`src/hdl/dlle_pkg.sv`:
```
// Shared types and constants for the doubly linked list engine.
// No dependencies; imported by the controller, datapath and top modules.
package dlle_pkg;

   localparam int NODES  = 64;
   localparam int NODE_W = $clog2(NODES);
   localparam int LINK_W = $clog2(NODES + 1);
   localparam int CNT_W  = LINK_W;
   localparam int ACT_W  = 3;
   localparam logic [LINK_W-1:0] HEAD = LINK_W'(NODES);

   typedef enum logic [ACT_W-1:0] {
      ACT_LOOKUP       = 3'd0,
      ACT_ADD_FIRST    = 3'd1,
      ACT_ADD_LAST     = 3'd2,
      ACT_REMOVE_FIRST = 3'd3,
      ACT_INSERT_AFTER = 3'd4,
      ACT_REMOVE       = 3'd5,
      ACT_REMOVE_ALL   = 3'd6
   } action_type;

   typedef enum logic [4:0] {
      ST_IDLE, ST_START,
      ST_AF_RD_F, ST_AF_LINK, ST_AF_HEAD,
      ST_AL_LINK, ST_AL_HEAD,
      ST_RF_RD_F, ST_RF_LINK,
      ST_IA_LINK, ST_IA_FIX,
      ST_RM_LINK,
      ST_RA_FIRST, ST_RA_RD, ST_RA_SELF, ST_RA_HEAD,
      ST_RD_N, ST_RPT, ST_FIN
   } state_type;

   typedef enum logic [4:0] {
      OP_NONE, OP_LOAD,
      OP_RD_HEAD, OP_RD_NODE, OP_RD_ANCHOR, OP_RD_LINK, OP_RD_TEMP,
      OP_AF_LINK, OP_AF_HEAD, OP_AL_LINK, OP_AL_HEAD,
      OP_RF_LINK, OP_IA_LINK, OP_IA_FIX, OP_RM_LINK,
      OP_RA_FIRST, OP_RA_SELF, OP_RA_HEAD,
      OP_RPT_NODE, OP_PUBLISH
   } op_type;

   typedef struct packed {
      op_type op;
   } cmd_type;

   typedef struct packed {
      logic [ACT_W-1:0] act;
      logic             node_ok;
      logic             anchor_ok;
      logic             count_zero;
      logic             count_one;
      logic             out_busy;
   } status_type;

endpackage

```
`src/hdl/dlle_ram.sv`:
```
// Generic single-write, single-read RAM with registered read data.
// No dependencies.
module dlle_ram #(
   parameter int WIDTH = 8,
   parameter int DEPTH = 16
) (
   input  logic                     clock,
   input  logic                     wr_en,
   input  logic [$clog2(DEPTH)-1:0] wr_addr,
   input  logic [WIDTH-1:0]         wr_data,
   input  logic                     rd_en,
   input  logic [$clog2(DEPTH)-1:0] rd_addr,
   output logic [WIDTH-1:0]         rd_data
);

   logic [WIDTH-1:0] mem [0:DEPTH-1];

   // write port
   always_ff @(posedge clock) begin
      if (wr_en) begin
         mem[wr_addr] <= wr_data;
      end
   end

   // registered read, hold when idle
   always_ff @(posedge clock) begin
      if (rd_en) begin
         rd_data <= mem[rd_addr];
      end
   end

endmodule

```
`src/hdl/dlle_datapath.sv`:
```
// Link memories, valid bits, count and result registers of the list engine.
// Depends on dlle_pkg and dlle_ram.
module dlle_datapath (
   input  logic                             clock,
   input  logic                             reset,
   input  dlle_pkg::cmd_type                cmd,
   output dlle_pkg::status_type             status,
   input  logic [2:0]                       req_action,
   input  logic [5:0]                       req_node,
   input  logic [6:0]                       req_anchor_node,
   output logic                             rsp_valid,
   input  logic                             rsp_ready,
   output logic [5:0]                       rsp_removed_node,
   output logic                             rsp_removed_valid,
   output logic [6:0]                       rsp_count,
   output logic [5:0]                       rsp_first_node,
   output logic                             rsp_first_valid,
   output logic [5:0]                       rsp_last_node,
   output logic                             rsp_last_valid,
   output logic [6:0]                       rsp_prev_node,
   output logic                             rsp_prev_valid,
   output logic [6:0]                       rsp_next_node,
   output logic                             rsp_next_valid
);
   import dlle_pkg::*;

   logic [ACT_W-1:0]  act_ff;
   logic [NODE_W-1:0] node_ff;
   logic [LINK_W-1:0] anchor_ff;
   logic [LINK_W-1:0] t1_ff;
   logic [CNT_W-1:0]  count_ff, count_in;
   logic [NODE_W-1:0] removed_ff;
   logic              removed_vld_ff;
   logic [LINK_W-1:0] pn_ff, nn_ff;
   logic              pv_ff, nv_ff;
   logic [LINK_W-1:0] rd_addr_ff;
   logic              nvq_ff, pvq_ff;
   logic [NODES:0]    next_vld_ff, prev_vld_ff;
   logic              rsp_valid_ff;

   logic [LINK_W-1:0] n_q, p_q, rn, rp, n_ext;
   logic              n_we, p_we, rd_en;
   logic [LINK_W-1:0] n_wa, n_wd, p_wa, p_wd, rd_a;
   logic              node_ok, count_zero;

   dlle_ram #(.WIDTH(LINK_W), .DEPTH(NODES + 1)) u_next_ram (
      .clock(clock), .wr_en(n_we), .wr_addr(n_wa), .wr_data(n_wd),
      .rd_en(rd_en), .rd_addr(rd_a), .rd_data(n_q)
   );

   dlle_ram #(.WIDTH(LINK_W), .DEPTH(NODES + 1)) u_prev_ram (
      .clock(clock), .wr_en(p_we), .wr_addr(p_wa), .wr_data(p_wd),
      .rd_en(rd_en), .rd_addr(rd_a), .rd_data(p_q)
   );

   // an entry never written reads as a link to itself
   assign rn      = nvq_ff ? n_q : rd_addr_ff;
   assign rp      = pvq_ff ? p_q : rd_addr_ff;
   assign n_ext   = LINK_W'(node_ff);
   assign node_ok = n_ext < HEAD;
   assign count_zero = (count_ff == '0);

   assign status.act        = act_ff;
   assign status.node_ok    = node_ok;
   assign status.anchor_ok  = (anchor_ff <= HEAD);
   assign status.count_zero = count_zero;
   assign status.count_one  = (count_ff == CNT_W'(1));
   assign status.out_busy   = rsp_valid_ff && !rsp_ready;

   // decode the micro-operation into memory ports
   always_comb begin
      n_we = 1'b0; n_wa = '0; n_wd = '0;
      p_we = 1'b0; p_wa = '0; p_wd = '0;
      rd_en = 1'b0; rd_a = '0;
      case (cmd.op)
         OP_RD_HEAD:   begin rd_en = 1'b1; rd_a = HEAD; end
         OP_RD_NODE:   begin rd_en = 1'b1; rd_a = n_ext; end
         OP_RD_ANCHOR: begin rd_en = 1'b1; rd_a = anchor_ff; end
         OP_RD_LINK:   begin rd_en = 1'b1; rd_a = rn; end
         OP_RD_TEMP:   begin rd_en = 1'b1; rd_a = t1_ff; end
         OP_RPT_NODE:  begin rd_en = 1'b1; rd_a = HEAD; end
         OP_AF_LINK: begin
            p_we = 1'b1; p_wa = n_ext; p_wd = rp;
            n_we = 1'b1; n_wa = n_ext; n_wd = t1_ff;
         end
         OP_AF_HEAD: begin
            p_we = 1'b1; p_wa = t1_ff; p_wd = n_ext;
            n_we = 1'b1; n_wa = HEAD;  n_wd = n_ext;
         end
         OP_AL_LINK: begin
            n_we = 1'b1; n_wa = n_ext; n_wd = HEAD;
            p_we = 1'b1; p_wa = n_ext; p_wd = rp;
         end
         OP_AL_HEAD: begin
            n_we = 1'b1; n_wa = t1_ff; n_wd = n_ext;
            p_we = 1'b1; p_wa = HEAD;  p_wd = n_ext;
         end
         OP_RF_LINK: begin
            p_we = 1'b1; p_wa = rn;   p_wd = HEAD;
            n_we = 1'b1; n_wa = HEAD; n_wd = rn;
         end
         OP_IA_LINK: begin
            p_we = 1'b1; p_wa = n_ext; p_wd = anchor_ff;
            n_we = 1'b1; n_wa = n_ext; n_wd = rn;
         end
         OP_IA_FIX: begin
            p_we = 1'b1; p_wa = t1_ff;     p_wd = n_ext;
            n_we = 1'b1; n_wa = anchor_ff; n_wd = n_ext;
         end
         OP_RM_LINK: begin
            n_we = 1'b1; n_wa = rp; n_wd = rn;
            p_we = 1'b1; p_wa = rn; p_wd = rp;
         end
         OP_RA_SELF: begin
            n_we = 1'b1; n_wa = rd_addr_ff; n_wd = rd_addr_ff;
            p_we = 1'b1; p_wa = rd_addr_ff; p_wd = rd_addr_ff;
         end
         OP_RA_HEAD: begin
            n_we = 1'b1; n_wa = HEAD; n_wd = HEAD;
            p_we = 1'b1; p_wa = HEAD; p_wd = HEAD;
         end
         default: ;
      endcase
   end

   // saturating count update
   always_comb begin
      count_in = count_ff;
      case (cmd.op)
         OP_AF_HEAD, OP_AL_HEAD, OP_IA_FIX: begin
            if (count_ff < CNT_W'(NODES)) count_in = count_ff + CNT_W'(1);
         end
         OP_RF_LINK, OP_RM_LINK, OP_RA_SELF: begin
            if (!count_zero) count_in = count_ff - CNT_W'(1);
         end
         OP_RA_HEAD: count_in = '0;
         default: ;
      endcase
   end

   // control state: valid bits, count, result handshake
   always_ff @(posedge clock) begin
      if (reset) begin
         next_vld_ff  <= '0;
         prev_vld_ff  <= '0;
         count_ff     <= '0;
         rsp_valid_ff <= 1'b0;
      end else begin
         if (n_we) next_vld_ff[n_wa] <= 1'b1;
         if (p_we) prev_vld_ff[p_wa] <= 1'b1;
         count_ff <= count_in;
         if (cmd.op == OP_PUBLISH) begin
            rsp_valid_ff <= 1'b1;
         end else if (rsp_ready) begin
            rsp_valid_ff <= 1'b0;
         end
      end
   end

   // capture transaction fields, temporaries and read tags
   always_ff @(posedge clock) begin
      if (cmd.op == OP_LOAD) begin
         act_ff         <= req_action;
         node_ff        <= req_node;
         anchor_ff      <= req_anchor_node;
         removed_ff     <= '0;
         removed_vld_ff <= 1'b0;
      end
      if (rd_en) begin
         rd_addr_ff <= rd_a;
         nvq_ff     <= next_vld_ff[rd_a];
         pvq_ff     <= prev_vld_ff[rd_a];
      end
      case (cmd.op)
         OP_RD_LINK, OP_IA_LINK, OP_RA_FIRST, OP_RA_SELF: t1_ff <= rn;
         OP_AL_LINK: t1_ff <= rp;
         default: ;
      endcase
      if (cmd.op == OP_RF_LINK) begin
         removed_ff     <= t1_ff[NODE_W-1:0];
         removed_vld_ff <= 1'b1;
      end
      if (cmd.op == OP_RPT_NODE) begin
         pv_ff <= node_ok && (rp != n_ext);
         pn_ff <= (node_ok && (rp != n_ext)) ? rp : '0;
         nv_ff <= node_ok && (rn != n_ext);
         nn_ff <= (node_ok && (rn != n_ext)) ? rn : '0;
      end
   end

   // result register; first and last nodes are loaded from the head read
   always_ff @(posedge clock) begin
      if (cmd.op == OP_PUBLISH) begin
         rsp_removed_node  <= removed_ff;
         rsp_removed_valid <= removed_vld_ff;
         rsp_count         <= count_ff;
         rsp_first_node    <= count_zero ? '0 : rn[NODE_W-1:0];
         rsp_first_valid   <= !count_zero;
         rsp_last_node     <= count_zero ? '0 : rp[NODE_W-1:0];
         rsp_last_valid    <= !count_zero;
         rsp_prev_node     <= pn_ff;
         rsp_prev_valid    <= pv_ff;
         rsp_next_node     <= nn_ff;
         rsp_next_valid    <= nv_ff;
      end
   end

   assign rsp_valid = rsp_valid_ff;

endmodule

```
`src/hdl/dlle_controller.sv`:
```
// Sequencer of the list engine: walks each request through link read/write steps.
// Depends on dlle_pkg.
module dlle_controller (
   input  logic                  clock,
   input  logic                  reset,
   input  logic                  req_valid,
   output logic                  req_ready,
   input  dlle_pkg::status_type  status,
   output dlle_pkg::cmd_type     cmd
);
   import dlle_pkg::*;

   state_type state_ff, state_in;

   // hold state
   always_ff @(posedge clock) begin
      if (reset) begin
         state_ff <= ST_IDLE;
      end else begin
         state_ff <= state_in;
      end
   end

   // advance and issue commands
   always_comb begin
      state_in  = state_ff;
      cmd.op    = OP_NONE;
      req_ready = 1'b0;
      case (state_ff)
         ST_IDLE: begin
            req_ready = 1'b1;
            if (req_valid) begin
               cmd.op   = OP_LOAD;
               state_in = ST_START;
            end
         end
         ST_START: begin
            cmd.op   = OP_RD_NODE;
            state_in = ST_RPT;
            case (status.act)
               ACT_ADD_FIRST: if (status.node_ok) begin
                  cmd.op = OP_RD_HEAD; state_in = ST_AF_RD_F;
               end
               ACT_ADD_LAST: if (status.node_ok) begin
                  cmd.op = OP_RD_HEAD; state_in = ST_AL_LINK;
               end
               ACT_REMOVE_FIRST: if (!status.count_zero) begin
                  cmd.op = OP_RD_HEAD; state_in = ST_RF_RD_F;
               end
               ACT_INSERT_AFTER: if (status.node_ok && status.anchor_ok) begin
                  cmd.op = OP_RD_ANCHOR; state_in = ST_IA_LINK;
               end
               ACT_REMOVE: if (status.node_ok) begin
                  cmd.op = OP_RD_NODE; state_in = ST_RM_LINK;
               end
               ACT_REMOVE_ALL: begin
                  cmd.op = OP_RD_HEAD; state_in = ST_RA_FIRST;
               end
               default: ;
            endcase
         end
         ST_AF_RD_F: begin cmd.op = OP_RD_LINK; state_in = ST_AF_LINK; end
         ST_AF_LINK: begin cmd.op = OP_AF_LINK; state_in = ST_AF_HEAD; end
         ST_AF_HEAD: begin cmd.op = OP_AF_HEAD; state_in = ST_RD_N; end
         ST_AL_LINK: begin cmd.op = OP_AL_LINK; state_in = ST_AL_HEAD; end
         ST_AL_HEAD: begin cmd.op = OP_AL_HEAD; state_in = ST_RD_N; end
         ST_RF_RD_F: begin cmd.op = OP_RD_LINK; state_in = ST_RF_LINK; end
         ST_RF_LINK: begin cmd.op = OP_RF_LINK; state_in = ST_RD_N; end
         ST_IA_LINK: begin cmd.op = OP_IA_LINK; state_in = ST_IA_FIX; end
         ST_IA_FIX:  begin cmd.op = OP_IA_FIX;  state_in = ST_RD_N; end
         ST_RM_LINK: begin cmd.op = OP_RM_LINK; state_in = ST_RD_N; end
         ST_RA_FIRST: begin
            cmd.op   = OP_RA_FIRST;
            state_in = status.count_zero ? ST_RA_HEAD : ST_RA_RD;
         end
         ST_RA_RD: begin cmd.op = OP_RD_TEMP; state_in = ST_RA_SELF; end
         ST_RA_SELF: begin
            cmd.op   = OP_RA_SELF;
            state_in = status.count_one ? ST_RA_HEAD : ST_RA_RD;
         end
         ST_RA_HEAD: begin cmd.op = OP_RA_HEAD; state_in = ST_RD_N; end
         ST_RD_N:    begin cmd.op = OP_RD_NODE; state_in = ST_RPT; end
         ST_RPT:     begin cmd.op = OP_RPT_NODE; state_in = ST_FIN; end
         ST_FIN: begin
            if (!status.out_busy) begin
               cmd.op   = OP_PUBLISH;
               state_in = ST_IDLE;
            end
         end
         default: state_in = ST_IDLE;
      endcase
   end

endmodule

```
`src/hdl/doubly_linked_list_engine_top.sv`:
```
// Circular doubly linked list engine over 64 pool nodes plus a head sentinel
// (index 64). One transaction per request, one result transaction each. A
// request holds the engine from its acceptance until its result is published;
// lookups and refused requests go straight to the node read and report
// steps, while the other actions first run their link read and write steps.
// Remove all walks the list one member at a time. The step sequence is set
// by the single read port of each link memory, whose read data is registered.
// A finished result waits in an output register while the next request is
// accepted; a later result stalls in the final state until that register is
// free. Never-written links read as self-links, so no clearing pass follows
// reset. Depends on dlle_pkg, dlle_controller, dlle_datapath, dlle_ram.
module doubly_linked_list_engine_top (
   input  logic       clock,
   input  logic       reset,
   input  logic       req_valid,
   output logic       req_ready,
   input  logic [2:0] req_action,
   input  logic [5:0] req_node,
   input  logic [6:0] req_anchor_node,
   output logic       rsp_valid,
   input  logic       rsp_ready,
   output logic [5:0] rsp_removed_node,
   output logic       rsp_removed_valid,
   output logic [6:0] rsp_count,
   output logic [5:0] rsp_first_node,
   output logic       rsp_first_valid,
   output logic [5:0] rsp_last_node,
   output logic       rsp_last_valid,
   output logic [6:0] rsp_prev_node,
   output logic       rsp_prev_valid,
   output logic [6:0] rsp_next_node,
   output logic       rsp_next_valid
);
   import dlle_pkg::*;

   cmd_type    cmd;
   status_type status;

   dlle_controller u_ctrl (
      .clock(clock), .reset(reset),
      .req_valid(req_valid), .req_ready(req_ready),
      .status(status), .cmd(cmd)
   );

   dlle_datapath u_dp (
      .clock(clock), .reset(reset),
      .cmd(cmd), .status(status),
      .req_action(req_action), .req_node(req_node),
      .req_anchor_node(req_anchor_node),
      .rsp_valid(rsp_valid), .rsp_ready(rsp_ready),
      .rsp_removed_node(rsp_removed_node), .rsp_removed_valid(rsp_removed_valid),
      .rsp_count(rsp_count),
      .rsp_first_node(rsp_first_node), .rsp_first_valid(rsp_first_valid),
      .rsp_last_node(rsp_last_node), .rsp_last_valid(rsp_last_valid),
      .rsp_prev_node(rsp_prev_node), .rsp_prev_valid(rsp_prev_valid),
      .rsp_next_node(rsp_next_node), .rsp_next_valid(rsp_next_valid)
   );

`ifndef ASSERT_OFF
   a_count_range: assert property (@(posedge clock) disable iff (reset)
      rsp_valid |-> (rsp_count <= CNT_W'(NODES)))
      else $error("count above pool size");

   a_removed_not_full: assert property (@(posedge clock) disable iff (reset)
      (rsp_valid && rsp_removed_valid) |-> (rsp_count < CNT_W'(NODES)))
      else $error("full count after a removal");

   a_first_matches_count: assert property (@(posedge clock) disable iff (reset)
      rsp_valid |-> (rsp_first_valid == (rsp_count != '0)))
      else $error("first valid disagrees with count");

   a_neighbour_range: assert property (@(posedge clock) disable iff (reset)
      (rsp_valid && rsp_prev_valid) |-> (rsp_prev_node <= HEAD))
      else $error("previous link beyond sentinel");
`endif

endmodule
```
`config.mk`:
```
export PLATFORM = sky130hd
export DESIGN_NAME = doubly_linked_list_engine_top
export DESIGN_NICKNAME = d
export VERILOG_FILES = /design/src/hdl/dlle_pkg.sv /design/src/hdl/dlle_ram.sv /design/src/hdl/dlle_datapath.sv /design/src/hdl/dlle_controller.sv /design/src/hdl/doubly_linked_list_engine_top.sv
export SDC_FILE = /design/constraint.sdc
export NUM_CORES = 2
export LEC_CHECK = 0
export BUFFER_PORTS_ARGS = -buffer_cell sky130_fd_sc_hd__clkbuf_2
export CAP_MARGIN = 20
export CORE_MARGIN = 2
export CORE_UTILIZATION = 45
export DETAILED_ROUTE_END_ITERATION = 16
export PLACE_DENSITY = 0.71
export SLEW_MARGIN = 5
export SYNTH_ARGS = -nofsm -noshare
export SYNTH_HDL_FRONTEND = slang
export SYNTH_SLANG_ARGS = --single-unit
```
`constraint.sdc`:
```
create_clock -name clock -period 5.4 [get_ports clock]
set_input_delay 0.27 -clock clock [delete_from_list [all_inputs] [get_ports clock]]
set_output_delay 0.27 -clock clock [all_outputs]
set_load 0.01 [all_outputs]
```
==> flow_summary.json <==
{
  "status": "completed",
  "hold_path_class": "input pin to flip-flop",
  "grtUsageTotal": 0.245,
  "critPathMaxFanout": 15,
  "cts_tree": "done",
  "cp_top_family": "simple AND/OR/NAND/NOR gates",
  "pwr-share-clk": 0.231,
  "p_switching_mw": 14.1,
  "worstPathCellList": "or4_1 -> o21ai_2 -> and3_1 -> nor3_2 -> a41oi_4 -> inv_6 -> nor2_2 -> nand3_1 -> nand4_1 -> o21ai_0 -> a311oi_1 -> o211ai_1",
  "ir_worst_vdd_v": 0.000526,
  "path_clk_slew_ps": 70,
  "core_region_area_um2": 105000,
  "synth-seq-area-share": 0.706,
  "grt.overflow.total": 0,
  "ioPinCount": 66,
  "synth_enable_flop_cells": 1021,
  "fillerInstances": 8697,
  "multi_input_area_um2": 12900,
  "postRouteAntennaNets": 0,
  "worstMarginPinSlew_ps": 1070,
  "worstRegToRegCells": 12,
  "grt_pass1_vias": 31000,
  "dp_hpwl_mm": 85.0,
  "synthesis.area_um2": 47500,
  "layout_min_cycle_time_ps": 4860,
  "clock_sinks": 1165,
  "cp.arrival_ps": 5270,
  "htreeDepth": 3,
  "rsz0062_at_grt": "no",
  "port_buffers": 65,
  "ys.flop_type": "edfxtp_1",
  "maxCapViolCount": 0,
  "clk_latency_ps": 710,
  "drt-vias-per-instance": 5.97,
  "syn_nets": 3985,
  "critPathBufInv": 1,
  "num-nets-final": 4109,
  "syn_avg_cell_area_um2": 12.0,
  "finalHoldViolCount": 0,
  "p_int_mw": 19.5,
  "dieWidth_um": 329,
  "synthCells": 3961,
  "p_sw_frac": 0.419,
  "grt_pass1_wl_mm": 199,
  "reg2reg_setup_slack_ps": 540,
  "drc": 0,
  "fp-row-count": 119,
  "grt_max_degree": 78,
  "num_vias": 33300,
  "regArea_um2": 33500,
  "drt_wl_total_mm": 135,
  "p_per_area_nw_per_um2": 623,
  "tns_ps": 0,
  "cts.path.max_buffers": 3,
  "die_h_um": 329,
  "p_leak_nw": 19.0,
  "ys_ff_latch": 1165,
  "critPathKind": "flip-flop to flip-flop",
  "drtPass1Iterations": 7,
  "p_comb_frac": 0.426,
  "critical-path-max-stage-delay_ps": 650,
  "dieArea_um2": 108000,
  "fmax_mhz": 206,
  "setup_violations": 0,
  "async_flop_share": 0,
  "seqPwrFrac": 0.343,
  "cp_slowest_cell": "a311oi_1",
  "cp.depth": 12,
  "relSlewSlack": 0.287,
  "place_congestion": 0.941,
  "clockRootBuffer": "clkbuf_16",
  "synth_cell_types": 76,
  "drv_slew": 0,
  "fin_crit_sh": 0.901,
  "cp-end-kind": "flip-flop",
  "cts_made_buffers": 109,
  "drive_gt1_frac": 0.111,
  "initial_core_util": 0.452,
  "skew_ps": 38.8,
  "cp.required_ps": 5810,
  "grt_antenna_before_repair": 1,
  "yosys_warnings": 0,
  "wl_per_cell_um": 24.2,
  "whs_ps": 56.0,
  "start_kind": "flip-flop",
  "syn_to_final_growth_pct": 13.5,
  "holdPathStages": 2,
  "drtIter0Drc": 4610
}
repair_timing:
item | 4_1_cts | 5_1_grt
endpoints found under the hold margin | 17 | 0
gates resized for setup | 0 | 0
hold buffers | 17 | 0
buffers inserted | 0 | 0
stage by stage:
stage	power (mW)	setup slack, ps	util	area, um^2	std cells
floorplan	19.9	1810	-	47500	3961
global placement	25.4	797	0.477	50100	5346
detailed placement	25.6	774	0.477	50100	5346
CTS	33.3	698	0.513	53900	5571
global route	34.8	344	0.513	53900	5573
finish	33.6	536	0.513	53900	5574
worst reg2reg max path: stages (launching register included):
cell and delay, ps:
edfxtp_1 500, or4_1 530, o21ai_2 220, and3_1 510, nor3_2 230, a41oi_4 540
inv_6 190, nor2_2 640, nand3_1 170, nand4_1 160, o21ai_0 120, a311oi_1 650
o211ai_1 140
state kept, by name, indices dropped and copies added, names as in the netlist, 65 cells and up:
name                 count
u_dp.u_next_ram.mem    455
u_dp.u_prev_ram.mem    455
u_dp.next_vld_ff        65
u_dp.prev_vld_ff        65
area by class of cell:
| type | instances | area share |
|---|---|---|
| diodes | 1 | 0.0000464 |
| clock buffers | 154 | 0.0575 |
| clock inverters | 54 | 0.0102 |
| inverters | 26 | 0.00214 |
| multi-input cells | 2538 | 0.239 |
| flip-flops and latches | 1165 | 0.622 |
| well taps | 1391 | 0.0323 |
| repair buffers | 245 | 0.0365 |
routing by layer:
layer  routed length [um]  vias up  share of wire  global-route usage
li1                     -    14700              -                   -
met1                52600    16300           0.39               0.337
met2                62100     2001           0.46               0.382
met3                14500      288           0.11              0.0441
met4                 5550        0          0.041               0.104
met5                    0        -              0                   0
placed cells by master, fill, tap and decap left out, types with 44 or more instances in the layout:
cell type     n
a31oi_1      81
edfxtp_1   1021
nand2_1     865
o21ai_0      44
nand3_1     347
clkbuf_16   112
clkbuf_2     65
dfxtp_1     144
mux2i_1     102
buf_4       142
nor2_1      530
a21oi_1     115
cell families after synthesis:
family / Yosys count / synth area share
AND/OR/NAND/NOR: 1929 / 0.171
multiplexers: 109 / 0.0232
XOR/XNOR: 14 / 0.00258
AO/OA/AOI/OAI: 482 / 0.0716
buffers and inverters: 258 / 0.0238
flip-flops: 1165 / 0.706
adder cells (fa/ha/maj): 4 / 0.00105
synth_stat cells, drive strengths merged, types with 32 or more instances:
library cell | instances | area, um^2
edfxtp | 1021 | 30700
nand2 | 866 | 3250
nor2 | 534 | 2010
nand3 | 347 | 1740
buf | 146 | 708
dfxtp | 144 | 2880
a21oi | 116 | 581
mux2i | 102 | 1020
clkbuf | 86 | 324
a31oi | 81 | 507
o21ai | 52 | 264
and3 | 42 | 263
nand4 | 34 | 213
o221ai | 32 | 287
final timing paths:
path / end / start
max: u_dp.u_prev_ram.rd_data[0]$_DFFE_PP_ / u_dp.anchor_ff[5]$_DFFE_PP_
max reg2reg: u_dp.u_prev_ram.rd_data[0]$_DFFE_PP_ / u_dp.anchor_ff[5]$_DFFE_PP_
min: u_dp.next_vld_ff[19]$_SDFFE_PP0N_ / reset
min reg2reg: u_dp.rsp_removed_node[4]$_DFFE_PP_ / u_dp.removed_ff[4]$_SDFFCE_PN0P_
power by group through the flow:
stage | Combinational (mW) | Clock, mW | Sequential, mW
detailed placement | 13.9 | 0 | 11.7
floorplan | 8.41 | 0 | 11.5
global placement | 13.8 | 0 | 11.7
finish | 14.3 | 7.76 | 11.5
global route | 15.1 | 8.17 | 11.5
CTS | 14.0 | 7.82 | 11.5
Note: power is estimated with default switching activity, not from simulation.
